--- src/hdl/kcac_pkg.sv ---
// Shared types, constants and helpers for the keypad code alarm controller.
package kcac_pkg;

   localparam int CODE_LENGTH = 5;                    // keys per code entry
   localparam int KEY_W       = 8;                    // one ASCII key code
   localparam int CODE_W      = 40;                   // code register width
   localparam int NUM_STORED  = CODE_LENGTH - 1;      // keys held before the final one
   localparam int POS_W       = $clog2(CODE_LENGTH);  // entry position width
   localparam int CSR_IDX_W   = 1;                    // two registers
   localparam int REQ_DATA_W  = 8;
   localparam int RSP_DATA_W  = 8;

   localparam logic [KEY_W-1:0] KEY_STAR = 8'h2A;
   localparam logic [KEY_W-1:0] KEY_HASH = 8'h23;

   localparam logic [CODE_W-1:0] ARM_CODE_RESET    = 40'h313335372A;  // "1357*"
   localparam logic [CODE_W-1:0] DISARM_CODE_RESET = 40'h3133353723;  // "1357#"

   localparam logic [POS_W-1:0] LAST_POS = POS_W'(CODE_LENGTH - 1);

   typedef enum logic [CSR_IDX_W-1:0] {
      CSR_ARM_CODE    = 1'b0,
      CSR_DISARM_CODE = 1'b1
   } csr_index_type;

   typedef enum logic {
      OP_KEY  = 1'b0,
      OP_TRIP = 1'b1
   } opcode_type;

   typedef enum logic [1:0] {
      MODE_DISARMED  = 2'd0,
      MODE_ARMED     = 2'd1,
      MODE_TRIGGERED = 2'd2
   } mode_type;

   typedef enum logic [1:0] {
      BEEP_NONE   = 2'd0,
      BEEP_SINGLE = 2'd1,
      BEEP_DOUBLE = 2'd2,
      BEEP_LONG   = 2'd3
   } beep_type;

   typedef logic [KEY_W-1:0] entry_keys_type [NUM_STORED];

   typedef struct packed {
      mode_type alarm_state;
      beep_type beep_request;
      logic     siren_on;
      logic     code_checked;
   } result_type;

   // Result fields from the lowest bit up, zero padded to a byte.
   function automatic logic [RSP_DATA_W-1:0] pack_result(input result_type r);
      pack_result = {2'b00, r.code_checked, r.siren_on, r.beep_request, r.alarm_state};
   endfunction

endpackage

--- src/hdl/kcac_matcher.sv ---
// Compares stored entry keys plus the final key against one code register.
module kcac_matcher (
   input  kcac_pkg::entry_keys_type       entry_keys,
   input  logic [kcac_pkg::KEY_W-1:0]     last_key,
   input  logic [kcac_pkg::CODE_W-1:0]    code,
   output logic                           match
);
   import kcac_pkg::*;

   logic [CODE_LENGTH-1:0] hits;

   // Key p pairs with code byte CODE_LENGTH-1-p; bytes past the register are zero.
   for (genvar p = 0; p < CODE_LENGTH; p++) begin : g_pos
      localparam int IDX = CODE_LENGTH - 1 - p;
      logic [KEY_W-1:0] key;
      logic [KEY_W-1:0] ref_byte;

      if (p == CODE_LENGTH - 1) begin : g_last
         assign key = last_key;
      end else begin : g_stored
         assign key = entry_keys[p];
      end

      if ((IDX + 1) * KEY_W <= CODE_W) begin : g_in
         assign ref_byte = code[IDX*KEY_W +: KEY_W];
      end else begin : g_out
         assign ref_byte = '0;
      end

      assign hits[p] = (key == ref_byte);
   end

   assign match = &hits;

endmodule

--- src/hdl/kcac_core.sv ---
// Entry buffer, position counter, alarm mode and per-item result logic.
module kcac_core (
   input  logic                         clock,
   input  logic                         reset,
   input  logic                         step,
   input  kcac_pkg::opcode_type         opcode,
   input  logic [kcac_pkg::KEY_W-1:0]   key_code,
   input  logic [kcac_pkg::CODE_W-1:0]  arm_code,
   input  logic [kcac_pkg::CODE_W-1:0]  disarm_code,
   output kcac_pkg::result_type         result
);
   import kcac_pkg::*;

   mode_type         mode_ff, mode_in;
   logic [POS_W-1:0] pos_ff, pos_in;
   entry_keys_type   keys_ff;
   logic             arm_match, disarm_match;
   logic             key_step;

   kcac_matcher u_arm_match (
      .entry_keys (keys_ff),
      .last_key   (key_code),
      .code       (arm_code),
      .match      (arm_match)
   );

   kcac_matcher u_disarm_match (
      .entry_keys (keys_ff),
      .last_key   (key_code),
      .code       (disarm_code),
      .match      (disarm_match)
   );

   assign key_step = step && (opcode == OP_KEY);

   always_comb begin
      mode_in             = mode_ff;
      pos_in              = pos_ff;
      result.beep_request = BEEP_NONE;
      result.code_checked = 1'b0;
      if (step) begin
         unique case (opcode)
            OP_TRIP: begin
               if (mode_ff == MODE_ARMED) mode_in = MODE_TRIGGERED;
            end
            OP_KEY: begin
               if (pos_ff == LAST_POS) begin
                  result.code_checked = 1'b1;
                  pos_in              = '0;
                  // disarm wins when both codes match
                  priority if (disarm_match) begin
                     mode_in             = MODE_DISARMED;
                     result.beep_request = BEEP_DOUBLE;
                  end else if (arm_match) begin
                     mode_in             = MODE_ARMED;
                     result.beep_request = BEEP_SINGLE;
                  end else begin
                     result.beep_request = BEEP_LONG;
                  end
               end else if (key_code == KEY_STAR || key_code == KEY_HASH) begin
                  pos_in = '0;
               end else begin
                  pos_in = pos_ff + POS_W'(1);
               end
            end
            default: ;
         endcase
      end
      result.alarm_state = mode_in;
      result.siren_on    = (mode_in == MODE_TRIGGERED);
   end

   always_ff @(posedge clock) begin
      if (reset) begin
         mode_ff <= MODE_DISARMED;
         pos_ff  <= '0;
      end else begin
         mode_ff <= mode_in;
         pos_ff  <= pos_in;
      end
   end

   // Keys need no reset: an entry is compared only after every slot was written.
   always_ff @(posedge clock) begin
      if (key_step) begin
         for (int i = 0; i < NUM_STORED; i++) begin
            if (pos_ff == POS_W'(i)) keys_ff[i] <= key_code;
         end
      end
   end

   a_pos_range: assert property (@(posedge clock) disable iff (reset)
      pos_ff <= LAST_POS)
      else $error("entry position out of range");

   a_check_resets_pos: assert property (@(posedge clock) disable iff (reset)
      result.code_checked |=> pos_ff == '0)
      else $error("position not cleared after compare");

   a_trip_only_when_armed: assert property (@(posedge clock) disable iff (reset)
      mode_ff != MODE_TRIGGERED && mode_in == MODE_TRIGGERED |->
      mode_ff == MODE_ARMED && step && opcode == OP_TRIP)
      else $error("triggered without an armed gate trip");

endmodule

--- src/hdl/keypad_code_alarm_controller.sv ---
// Top level of the keypad code alarm controller: registers, stream ports, config.
//
//  channel | direction | ports                         | payload
//  --------+-----------+-------------------------------+-----------------------------------
//  req     | in        | req_tvalid/tready/tdata/tuser | tdata: key_code; tuser: opcode
//  rsp     | out       | rsp_tvalid/tready/tdata       | alarm_state, beep_request,
//          |           |                               | siren_on, code_checked
//  csr     | in        | csr_we/csr_index/csr_wdata    | 0 arm_code, 1 disarm_code
//
// One item per cycle sustained while rsp does not stall; a transfer taken on req
// reaches rsp through the input register, then the result register after the update logic.
// Key buffer, entry position and alarm mode change when an item moves into the
// result register, so each item sees everything earlier items left behind.
// A stalled rsp holds the result register; req still takes a transfer while the
// input register is empty. Synchronous reset clears mode, position and valids,
// and restores both code registers to their default codes.
module keypad_code_alarm_controller (
   input  logic                                 clock,
   input  logic                                 reset,
   // request stream
   input  logic                                 req_tvalid,
   output logic                                 req_tready,
   input  logic [kcac_pkg::REQ_DATA_W-1:0]      req_tdata,   // [7:0] key_code
   input  logic                                 req_tuser,   // [0] opcode
   // result stream
   output logic                                 rsp_tvalid,
   input  logic                                 rsp_tready,
   output logic [kcac_pkg::RSP_DATA_W-1:0]      rsp_tdata,   // [1:0] alarm_state,
                                                             // [3:2] beep_request,
                                                             // [4] siren_on,
                                                             // [5] code_checked
   // register writes
   input  logic                                 csr_we,
   input  logic [kcac_pkg::CSR_IDX_W-1:0]       csr_index,
   input  logic [kcac_pkg::CODE_W-1:0]          csr_wdata
);
   import kcac_pkg::*;

   logic [CODE_W-1:0] arm_code_ff, arm_code_in;
   logic [CODE_W-1:0] disarm_code_ff, disarm_code_in;

   logic              in_valid_ff, in_valid_in;
   opcode_type        in_opcode_ff;
   logic [KEY_W-1:0]  in_key_ff;

   logic              out_valid_ff, out_valid_in;
   logic [RSP_DATA_W-1:0] out_data_ff;

   logic              advance;
   logic              step;
   logic              req_xfer;
   result_type        result;

   // ---- configuration registers ----
   always_comb begin
      arm_code_in    = arm_code_ff;
      disarm_code_in = disarm_code_ff;
      if (csr_we) begin
         unique case (csr_index_type'(csr_index))
            CSR_ARM_CODE:    arm_code_in    = csr_wdata;
            CSR_DISARM_CODE: disarm_code_in = csr_wdata;
            default: ;
         endcase
      end
   end

   always_ff @(posedge clock) begin
      if (reset) begin
         arm_code_ff    <= ARM_CODE_RESET;
         disarm_code_ff <= DISARM_CODE_RESET;
      end else begin
         arm_code_ff    <= arm_code_in;
         disarm_code_ff <= disarm_code_in;
      end
   end

   // ---- handshake ----
   // Result register frees up when empty or taken this cycle.
   assign advance    = !out_valid_ff || rsp_tready;
   assign step       = in_valid_ff && advance;
   assign req_tready = !in_valid_ff || advance;
   assign req_xfer   = req_tvalid && req_tready;

   assign in_valid_in  = req_xfer || (in_valid_ff && !step);
   assign out_valid_in = step || (out_valid_ff && !rsp_tready);

   always_ff @(posedge clock) begin
      if (reset) begin
         in_valid_ff  <= 1'b0;
         out_valid_ff <= 1'b0;
      end else begin
         in_valid_ff  <= in_valid_in;
         out_valid_ff <= out_valid_in;
      end
   end

   // payload registers
   always_ff @(posedge clock) begin
      if (req_xfer) begin
         in_opcode_ff <= opcode_type'(req_tuser);
         in_key_ff    <= req_tdata[KEY_W-1:0];
      end
      if (step) out_data_ff <= pack_result(result);
   end

   // ---- update logic ----
   kcac_core u_core (
      .clock       (clock),
      .reset       (reset),
      .step        (step),
      .opcode      (in_opcode_ff),
      .key_code    (in_key_ff),
      .arm_code    (arm_code_ff),
      .disarm_code (disarm_code_ff),
      .result      (result)
   );

   assign rsp_tvalid = out_valid_ff;
   assign rsp_tdata  = out_data_ff;

   // ---- checks ----
   a_beep_iff_checked: assert property (@(posedge clock) disable iff (reset)
      rsp_tvalid |-> (rsp_tdata[5] == (rsp_tdata[3:2] != BEEP_NONE)))
      else $error("beep request without compare, or compare without beep");

   a_siren_tracks_state: assert property (@(posedge clock) disable iff (reset)
      rsp_tvalid |-> (rsp_tdata[4] == (rsp_tdata[1:0] == MODE_TRIGGERED)))
      else $error("siren does not follow triggered state");

   a_arm_beep_state: assert property (@(posedge clock) disable iff (reset)
      rsp_tvalid && rsp_tdata[3:2] == BEEP_SINGLE |-> rsp_tdata[1:0] == MODE_ARMED)
      else $error("arm beep without armed state");

   a_no_result_after_reset: assert property (@(posedge clock)
      reset |=> !rsp_tvalid && !in_valid_ff)
      else $error("valid set right after reset");

endmodule

--- config.mk ---
export PLATFORM = sky130hd
export DESIGN_NAME = keypad_code_alarm_controller
export DESIGN_NICKNAME = d
export VERILOG_FILES = /design/src/hdl/kcac_pkg.sv /design/src/hdl/kcac_matcher.sv /design/src/hdl/kcac_core.sv /design/src/hdl/keypad_code_alarm_controller.sv
export SDC_FILE = /design/constraint.sdc
export NUM_CORES = 1
export LEC_CHECK = 0
export BUFFER_PORTS_ARGS = -buffer_cell sky130_fd_sc_hd__buf_2
export CAP_MARGIN = 20
export CORE_MARGIN = 8
export CORE_UTILIZATION = 40
export CTS_CLUSTER_DIAMETER = 30
export DETAILED_ROUTE_END_ITERATION = 10
export PLACE_DENSITY = 0.62
export SYNTH_ARGS = -nofsm -noshare
export SYNTH_HDL_FRONTEND = slang
export SYNTH_SLANG_ARGS = --single-unit
--- constraint.sdc ---
create_clock -name clock -period 3.65 [get_ports clock]
set_clock_uncertainty 0.05 [all_clocks]
set_input_delay 0.73 -clock clock [delete_from_list [all_inputs] [get_ports clock]]
set_output_delay 0.73 -clock clock [all_outputs]
set_load 0.03 [all_outputs]
Word-level counts from Yosys, hierarchy flattened
Index checks and enable logic that the tools add are counted.
{"block": "word_totals", "ff_bits": 134, "input_bits": 55, "out_inout_bits": 10, "word_cells": 75}
{"block": "classes", "n_addsub": 1, "n_eq_ne": 18, "mux": 11, "n_bitwise": 3, "reduce_logical": 26}
{"op": "$eq A8 B8 Y1", "count": 10}
{"op": "$eq A8 B6 Y1 const B", "count": 2}
{"op": "$mux W2", "count": 7}
{"op": "$reduce_and A2 Y1", "count": 7}
{"op": "$reduce_and A5 Y1", "count": 2}
{"op": "$eq A3 B2 Y1 const B", "count": 2}
{"op": "$mux W3", "count": 2}
{"op": "$logic_and A1 B1 Y1", "count": 5}
{"op": "$logic_or A1 B1 Y1", "count": 5}
{"op": "$logic_not A1 Y1", "count": 4}
{"op": "$pmux W2 S2", "count": 1}
{"op": "$add A3 B1 Y3 const B", "count": 1}
{"op": "$eq A3 B1 Y1 const B", "count": 1}
{"op": "$eq A3 B3 Y1 const B", "count": 1}
{"op": "$logic_not A3 Y1", "count": 1}
{"op": "$not A1 Y1", "count": 3}
{"op": "$reduce_or A3 Y1", "count": 1}
{"op": "$eq A2 B1 Y1 const B", "count": 1}
{"op": "$eq A2 B2 Y1 const B", "count": 1}
{"op": "$reduce_or A2 Y1", "count": 1}
{"op": "$mux W1", "count": 1}

Longest topological paths before layout
Gate-level depths: netlist of the first run.
{"block": "depth", "depth_word": 8, "mapped_depth": 7, "mapped_depth_nobuf": 7}

Modules after synthesis
Synthesis of the first run repeated with hierarchy kept, for this count alone.
{"block": "unflattened", "cells_unflattened": 530, "hier_area_um2": 6030.8}
{"mod": "keypad_code_alarm_controller", "n_inst": 1, "cells_each": 341, "area_each_um2": 3781.1, "seq_area_each_um2": 2092.0}
{"mod": "kcac_core", "n_inst": 1, "cells_each": 83, "area_each_um2": 1373.8, "seq_area_each_um2": 1061.0}
{"mod": "kcac_matcher", "n_inst": 2, "cells_each": 53, "area_each_um2": 437.9, "seq_area_each_um2": 0.0}

Worst setup path before layout of the first run
No wires, ideal clock.
{"block": "synth_timing", "path_type": "input to register", "start": "in rsp_tready", "end": "reg out_data_ff[4] (netlist: rsp_tdata[4]), data pin", "setup_time_ns": 0.264, "t_arrival_ns": 1.734, "required_time_ns": 3.336, "setup_slack_ns": 1.602, "stages": 6, "n_path_buf": 0, "path_cell_list": "nor2b_4 nand2b_1 inv_1 or2b_2 a211oi_2 nor3_1"}
{"element": "start: declaration", "line": "keypad_code_alarm_controller.sv:27", "text": "input logic rsp_tready,"}
{"element": "end signal: assignment", "line": "keypad_code_alarm_controller.sv:103", "text": "if (step) out_data_ff <= pack_result(result);"}
{"element": "end: declaration", "line": "keypad_code_alarm_controller.sv:47", "text": "logic [RSP_DATA_W-1:0] out_data_ff;"}

==> results of run 1 <==
[registers in the layout (all words and copies together), names as in the netlist]
register / flops
rsp_tdata: 6
in_opcode_ff: 1
u_core.pos_ff: 3
u_core.keys_ff: 32
rsp_tvalid: 1
u_core.mode_ff: 2
arm_code_ff: 40
disarm_code_ff: 40
in_valid_ff: 1
in_key_ff: 8
[critical path: stages, from the launching register on]
cell and delay [ps]:
edfxtp_1 530, xnor2_1 210, nand4_1 140, nor4_2 490, nand3_1 190, a211oi_2 300
nor3_1 80
[cell usage in the layout, fill, tap and decap left out, drive strengths merged, types with 4 or more instances in the layout]
| cell type | Yosys | layout |
|---|---|---|
| a21oi | 44 | 44 |
| clkinv | 0 | 8 |
| buf | 3 | 66 |
| clkbuf | 25 | 21 |
| nand2 | 163 | 163 |
| nor2b | 5 | 5 |
| xnor2 | 80 | 80 |
| nor2 | 11 | 11 |
| ha | 5 | 5 |
| dfxtp | 87 | 87 |
| and2 | 5 | 5 |
| nand4 | 20 | 20 |
| nand3b | 38 | 38 |
| nor4 | 4 | 4 |
| edfxtp | 47 | 47 |
| inv | 6 | 6 |
[logic make-up (layout without fill, tap and decap cells)]
group / count (synthesis) / count (layout) / synth area share, %
XOR/XNOR: 81 / 81 / 12.7
multiplexers: 1 / 1 / 0.200
buffers and inverters: 34 / 104 / 2.40
AO/OA/AOI/OAI: 51 / 51 / 4.99
AND/OR/NAND/NOR: 260 / 260 / 22.6
adder cells (fa/ha/maj): 5 / 5 / 1.11
flip-flops: 134 / 134 / 55.9
other: 1 / 2 / 0.0665
[worst paths after layout]
check | start | endpoint | slack (ps) | depth (start not counted)
max reg2reg | in_key_ff[0]$_DFFE_PP_ | rsp_tdata[4]$_DFFE_PP_ | 1400 | 6
min reg2reg | arm_code_ff[27]$_SDFFE_PP0P_ | arm_code_ff[27]$_SDFFE_PP0P_ | 420 | 2
max | in_key_ff[0]$_DFFE_PP_ | rsp_tdata[4]$_DFFE_PP_ | 1400 | 6
min | arm_code_ff[27]$_SDFFE_PP0P_ | arm_code_ff[27]$_SDFFE_PP0P_ | 420 | 2
[power by group through the flow]
stage,logic [uW],clock network [uW],registers [uW]
finish,258,1760,1670
global route,289,1860,1680
CTS,262,1780,1670
detailed placement,261,0,1700
global placement,255,0,1700
floorplan,171,0,1690
[layer usage]
layer  vias to the layer above  global-route usage [%]  part of all wire [%]
met4                         0                    7.11                   1.8
met1                      1994                    20.2                    45
met2                        92                    25.9                    48
met3                        17                    5.24                   5.0
met5                         -                       0                     0
li1                       2014                       -                     -
[final cells by class]
type,count,area (um2),area share (%)
flip-flops and latches,134,3150,46.9
multi-input cells,400,2360,35.1
clock buffers,21,503,7.48
repair buffers,66,340,5.06
well taps,180,225,3.35
clock inverters,11,119,1.77
inverters,6,22.5,0.335
[per-stage QoR]
step,power (uW),cell area (um2)
after floorplan,1860,5640
after global placement,1960,6100
after detailed placement,1960,6100
after CTS,3720,6720
after global routing,3830,6720
final,3690,6720
==> results.sh, run 1 <==
export IMPL_fill_cells=1304
export IMPL_final_min_clock_period_ps=2250
export IMPL_fp_row_count=43
export IMPL_criticalPathCategory="reg -> reg"
export IMPL_post_route_period_util_pct=61.5
export IMPL_required_ps=3760
export IMPL_grt_max_degree=59
export IMPL_yosys_warnings=0
export IMPL_max_vdd_ir_drop_v=0.000338
export IMPL_synth_cell_types=37
export IMPL_slew_headroom_pct=42.8
export IMPL_drt_pass1_iterations=4
export IMPL_rsz0062_at_grt="false"
export IMPL_power_switching_uw=847
export IMPL_power_density_nw_per_um2=549
export IMPL_clkTransAtPathRegs_ps=60
export IMPL_die_h_um=135
export IMPL_drc=0
export IMPL_track_usage_pct=16.4
export IMPL_post_cts_buffers=0
export IMPL_switching_share_pct=22.9
export IMPL_vias=4117
export IMPL_cts_inserted_buffers=17
export IMPL_die_width_um=135
export IMPL_place_hpwl_mm=10.0
export IMPL_gp_congestion=0.829
export IMPL_cts_path_max_buffers=2
export IMPL_pre_cts_slack_ps=1260
export IMPL_clk_latency_ps=420
export IMPL_cts_sinks=134
export IMPL_portBuffers=62
export IMPL_p_int_uw=2840
export IMPL_synth_edf_count=47
export IMPL_dieArea_um2=18100
export IMPL_cp_arrival_ps=2360
export IMPL_ioPinCount=65
export IMPL_setup_viol=0
export IMPL_yosysTopAreaCellShare_pct=30.9
export IMPL_cts_hold_buf=0
export IMPL_slew_violations=0
export IMPL_instances_no_fill=818
export IMPL_crit_path_start_kind="flip-flop"
export IMPL_synthTopCellsByArea="dfxtp_1 31%, edfxtp_1 25%, xnor2_1 12%"
export IMPL_cts_root_buf="clkbuf_16"
export IMPL_ant_nets=0
export IMPL_fin_nets=685
export IMPL_synth_area_leader_cell="dfxtp_1"
export IMPL_via_per_inst=5.03
export IMPL_p_leak_uw=0.00251
export IMPL_hold_path_class="reg -> reg"
export IMPL_seqPwrFrac_pct=45.3
export IMPL_post_route_cells_drive_above_1_share_pct=17.4
export IMPL_synth_common_cells="163 x nand2_1, 87 x dfxtp_1, 79 x xnor2_1"
export IMPL_synth_seq_cells=134
export IMPL_n_antenna_cell=0
export IMPL_core_area_um2=13800
export IMPL_area_delta_synth_final_pct=19.2
export IMPL_ys_seq_area_share_pct=55.9
export IMPL_p_comb_share_pct=7.0
export IMPL_cts_resized=0
export IMPL_synth_most_common_cell="nand2_1"
export IMPL_antenna_found_initial=0
export IMPL_start_util_pct=40.8
export IMPL_ys_flop_type="dfxtp_1"
export IMPL_run_status="complete, no violations"
export IMPL_grt_overflow=0
export IMPL_synthArstFlopShare_pct=0
export IMPL_synth_cells=567
export IMPL_timing_setup_tns_ps=0
export IMPL_cts_tree="built"
export IMPL_htreeDepth=4
export IMPL_post_place_cells=786
export IMPL_dr_first_iter_drc_count=231
export IMPL_cap_violations=0
export IMPL_grt_pass1_vias=4256
export IMPL_p_clk_share_pct=47.7
export IMPL_final_hold_violation_count=0
export IMPL_critPathCaptureType="flip-flop"
export IMPL_synthesis_area_um2=5640
export IMPL_synth_avg_cell_area_um2=9.94
export IMPL_cp_max_fo=7
export IMPL_routed_wl_mm=14.3
export IMPL_hold_slack_ps=420
export IMPL_tightest_slew_ps=854
export IMPL_layout_setup_ws_ps=1400
export IMPL_finish_utilization_pct=48.6
export IMPL_wire_per_inst_um=17.4
export IMPL_timing_fmax_mhz=445
export IMPL_grt_pass1_wl_mm=22.8
Power figures use the tool's default switching activity.
==> run 2, diff against run 1 <==
--- a/config.mk
+++ b/config.mk
@@ -11,7 +11,7 @@
 export CORE_UTILIZATION = 40
 export CTS_CLUSTER_DIAMETER = 30
 export DETAILED_ROUTE_END_ITERATION = 10
-export PLACE_DENSITY = 0.62
+export PLACE_DENSITY = 0.64
 export SYNTH_ARGS = -nofsm -noshare
 export SYNTH_HDL_FRONTEND = slang
 export SYNTH_SLANG_ARGS = --single-unit
==> constraint.sdc (replaced) <==
create_clock -name clock -period 1.9 [get_ports clock]
set_clock_uncertainty 0.05 [all_clocks]
set_input_delay 0.38 -clock clock [delete_from_list [all_inputs] [get_ports clock]]
set_output_delay 0.38 -clock clock [all_outputs]
set_load 0.03 [all_outputs]
==> results.sh, run 2 (synthesis results as in run 1) <==
export IMPL_run_status="finished, violations left"
export IMPL_violations="setup timing"
export IMPL_wire_per_inst_um=17.3
export IMPL_clk_latency_ps=420
export IMPL_place_hpwl_mm=10.2
export IMPL_vias=4274
export IMPL_dieArea_um2=18100
export IMPL_rsz0062_at_grt="true"
export IMPL_core_area_um2=13800
export IMPL_pre_cts_slack_ps=-213
export IMPL_r2r_cells=6
export IMPL_die_h_um=135
export IMPL_post_route_period_util_pct=111
export IMPL_required_ps=2020
export IMPL_die_width_um=135
export IMPL_finish_utilization_pct=52.5
export IMPL_grt_overflow=0
export IMPL_cts_inserted_buffers=17
export IMPL_max_vdd_ir_drop_v=0.000644
export IMPL_cts_path_max_buffers=2
export IMPL_final_min_clock_period_ps=2110
export IMPL_cts_root_buf="clkbuf_16"
export IMPL_crit_path_start_kind="flip-flop"
export IMPL_fill_cells=1228
export IMPL_final_hold_violation_count=0
export IMPL_fin_nets=728
export IMPL_path_cells="xnor2_1 -> nand4_1 -> nor4_4 -> nand3_2 -> a211oi_2 -> nor3_1"
export IMPL_layout_setup_ws_ps=-210
export IMPL_start_util_pct=40.8
export IMPL_stdcell_area_um2=7270
export IMPL_dr_first_iter_drc_count=342
export IMPL_grt_pass1_vias=4353
export IMPL_r2r_start="in_key_ff[5]$_DFFE_PP_"
export IMPL_clkTransAtPathRegs_ps=60
export IMPL_critPathCaptureType="flip-flop"
export IMPL_fp_row_count=43
export IMPL_crit_path_max_incr_delay_ps=490
export IMPL_r2r_end="rsp_tdata[4]$_DFFE_PP_"
export IMPL_n_antenna_cell=0
export IMPL_ant_nets=0
export IMPL_portBuffers=62
export IMPL_final_cell_mix="163 x nand2_1, 87 x dfxtp_1, 68 x xnor2_1"
export IMPL_drt_pass1_iterations=4
export IMPL_instances_no_fill=861
export IMPL_hold_slack_ps=77.1
export IMPL_hold_path_class="in -> reg"
export IMPL_post_place_cells=822
export IMPL_worstHoldStart="req_tdata[5]"
export IMPL_ff_latch_area_um2=3150
export IMPL_cap_violations=0
export IMPL_dpl_cell_area_um2=6480
export IMPL_cp_startpoint="in_key_ff[5]$_DFFE_PP_"
export IMPL_cp_max_fo=3
export IMPL_setup_viol=7
export IMPL_grt_max_degree=88
export IMPL_cts_sinks=134
export IMPL_cp_slowest_cell="edfxtp_1"
export IMPL_drc=0
export IMPL_regToRegSetupSlack_ps=-210
export IMPL_via_per_inst=4.96
export IMPL_ioPinCount=65
export IMPL_cts_tree="built"
export IMPL_gp_congestion=0.823
export IMPL_layout_commonest_cell="nand2_1"
export IMPL_min_delay_path_depth=1
export IMPL_multiInputGateArea_um2=2490
export IMPL_p_leak_uw=0.00286
export IMPL_cp_arrival_ps=2230
export IMPL_slew_violations=0
export IMPL_grt_pass1_wl_mm=23.7
export IMPL_routed_wl_mm=14.9
export IMPL_area_delta_synth_final_pct=28.9
export IMPL_timing_fmax_mhz=474
export IMPL_track_usage_pct=17.1
export IMPL_post_route_cells_drive_above_1_share_pct=24.5
export IMPL_power_density_nw_per_um2=969
export IMPL_htreeDepth=4
export IMPL_antenna_found_initial=0
export IMPL_criticalPathCategory="reg -> reg"
export IMPL_min_to="in_key_ff[5]$_DFFE_PP_"
export IMPL_reg_top3="arm_code_ff x40, disarm_code_ff x40, u_core.keys_ff x32"
==> run 2: cell count changes in the layout (fill, tap and decap cells not counted), sizes merged <==
cell / change
bufinv: -1
buf: +43
clkbuf: -2
inv: +3
==> run 2: metal layers <==
metal	wire length [um]	vias up	global-route usage [%]
met3	933	19	5.05
met5	0	-	0
met2	7390	98	27.6
li1	-	2103	-
met4	206	0	5.86
met1	6400	2054	21.2
==> run 2: metrics by stage <==
step / power, uW / setup TNS (ps)
floorplan: 3570 / 0
global placement: 3820 / -852
detailed placement: 3830 / -849
CTS: 7100 / -663
global route: 7280 / -1500
finish: 7040 / -896
==> run 2: what timing repair did <==
action | 4_1_cts | 5_1_grt
setup buffers | 5 | 2
hold buffers | 0 | 0
resized for setup | 13 | 7
pin swaps | 12 | 6
setup endpoints to repair | 7 | 7
gates cloned | 0 | 0
==> run 2: area by class of cell <==
cell class / instances / area share [%]
Multi-Input combinational cell: 400 / 34.3
Clock buffer: 19 / 6.54
Inverter: 6 / 0.310
Timing Repair Buffer: 109 / 10.7
Clock inverter: 13 / 1.64
Tap cell: 180 / 3.10
Sequential cell: 134 / 43.4
==> run 2: worst max path at each step <==
| stage | to | slack [ps] | depth (start not counted) |
|---|---|---|---|
| after floorplan | rsp_tdata[4]$_DFFE_PP_ | 50 | 6 |
| after global placement | rsp_tdata[1]$_DFFE_PP_ | -190 | 6 |
| after detailed placement | rsp_tdata[4]$_DFFE_PP_ | -210 | 6 |
| after CTS | rsp_tdata[4]$_DFFE_PP_ | -180 | 6 |
| after global routing | rsp_tdata[4]$_DFFE_PP_ | -290 | 6 |
| final | rsp_tdata[4]$_DFFE_PP_ | -210 | 6 |
==> run 2: report_power, final <==
group	internal (uW)	switching (uW)	leakage, uW
registers	3090	107	0.00115
clock network	1960	1280	0.000296
logic	273	317	0.00142
==> run 2: worst max-delay path: cells and delay by family, from the launching register on <==
family	cells	cell delay, ps
DFF	1	490
and+or+nand+nor	4	790
xor gates and xnor gates	1	260
AOI/OAI and AO/OA	1	270
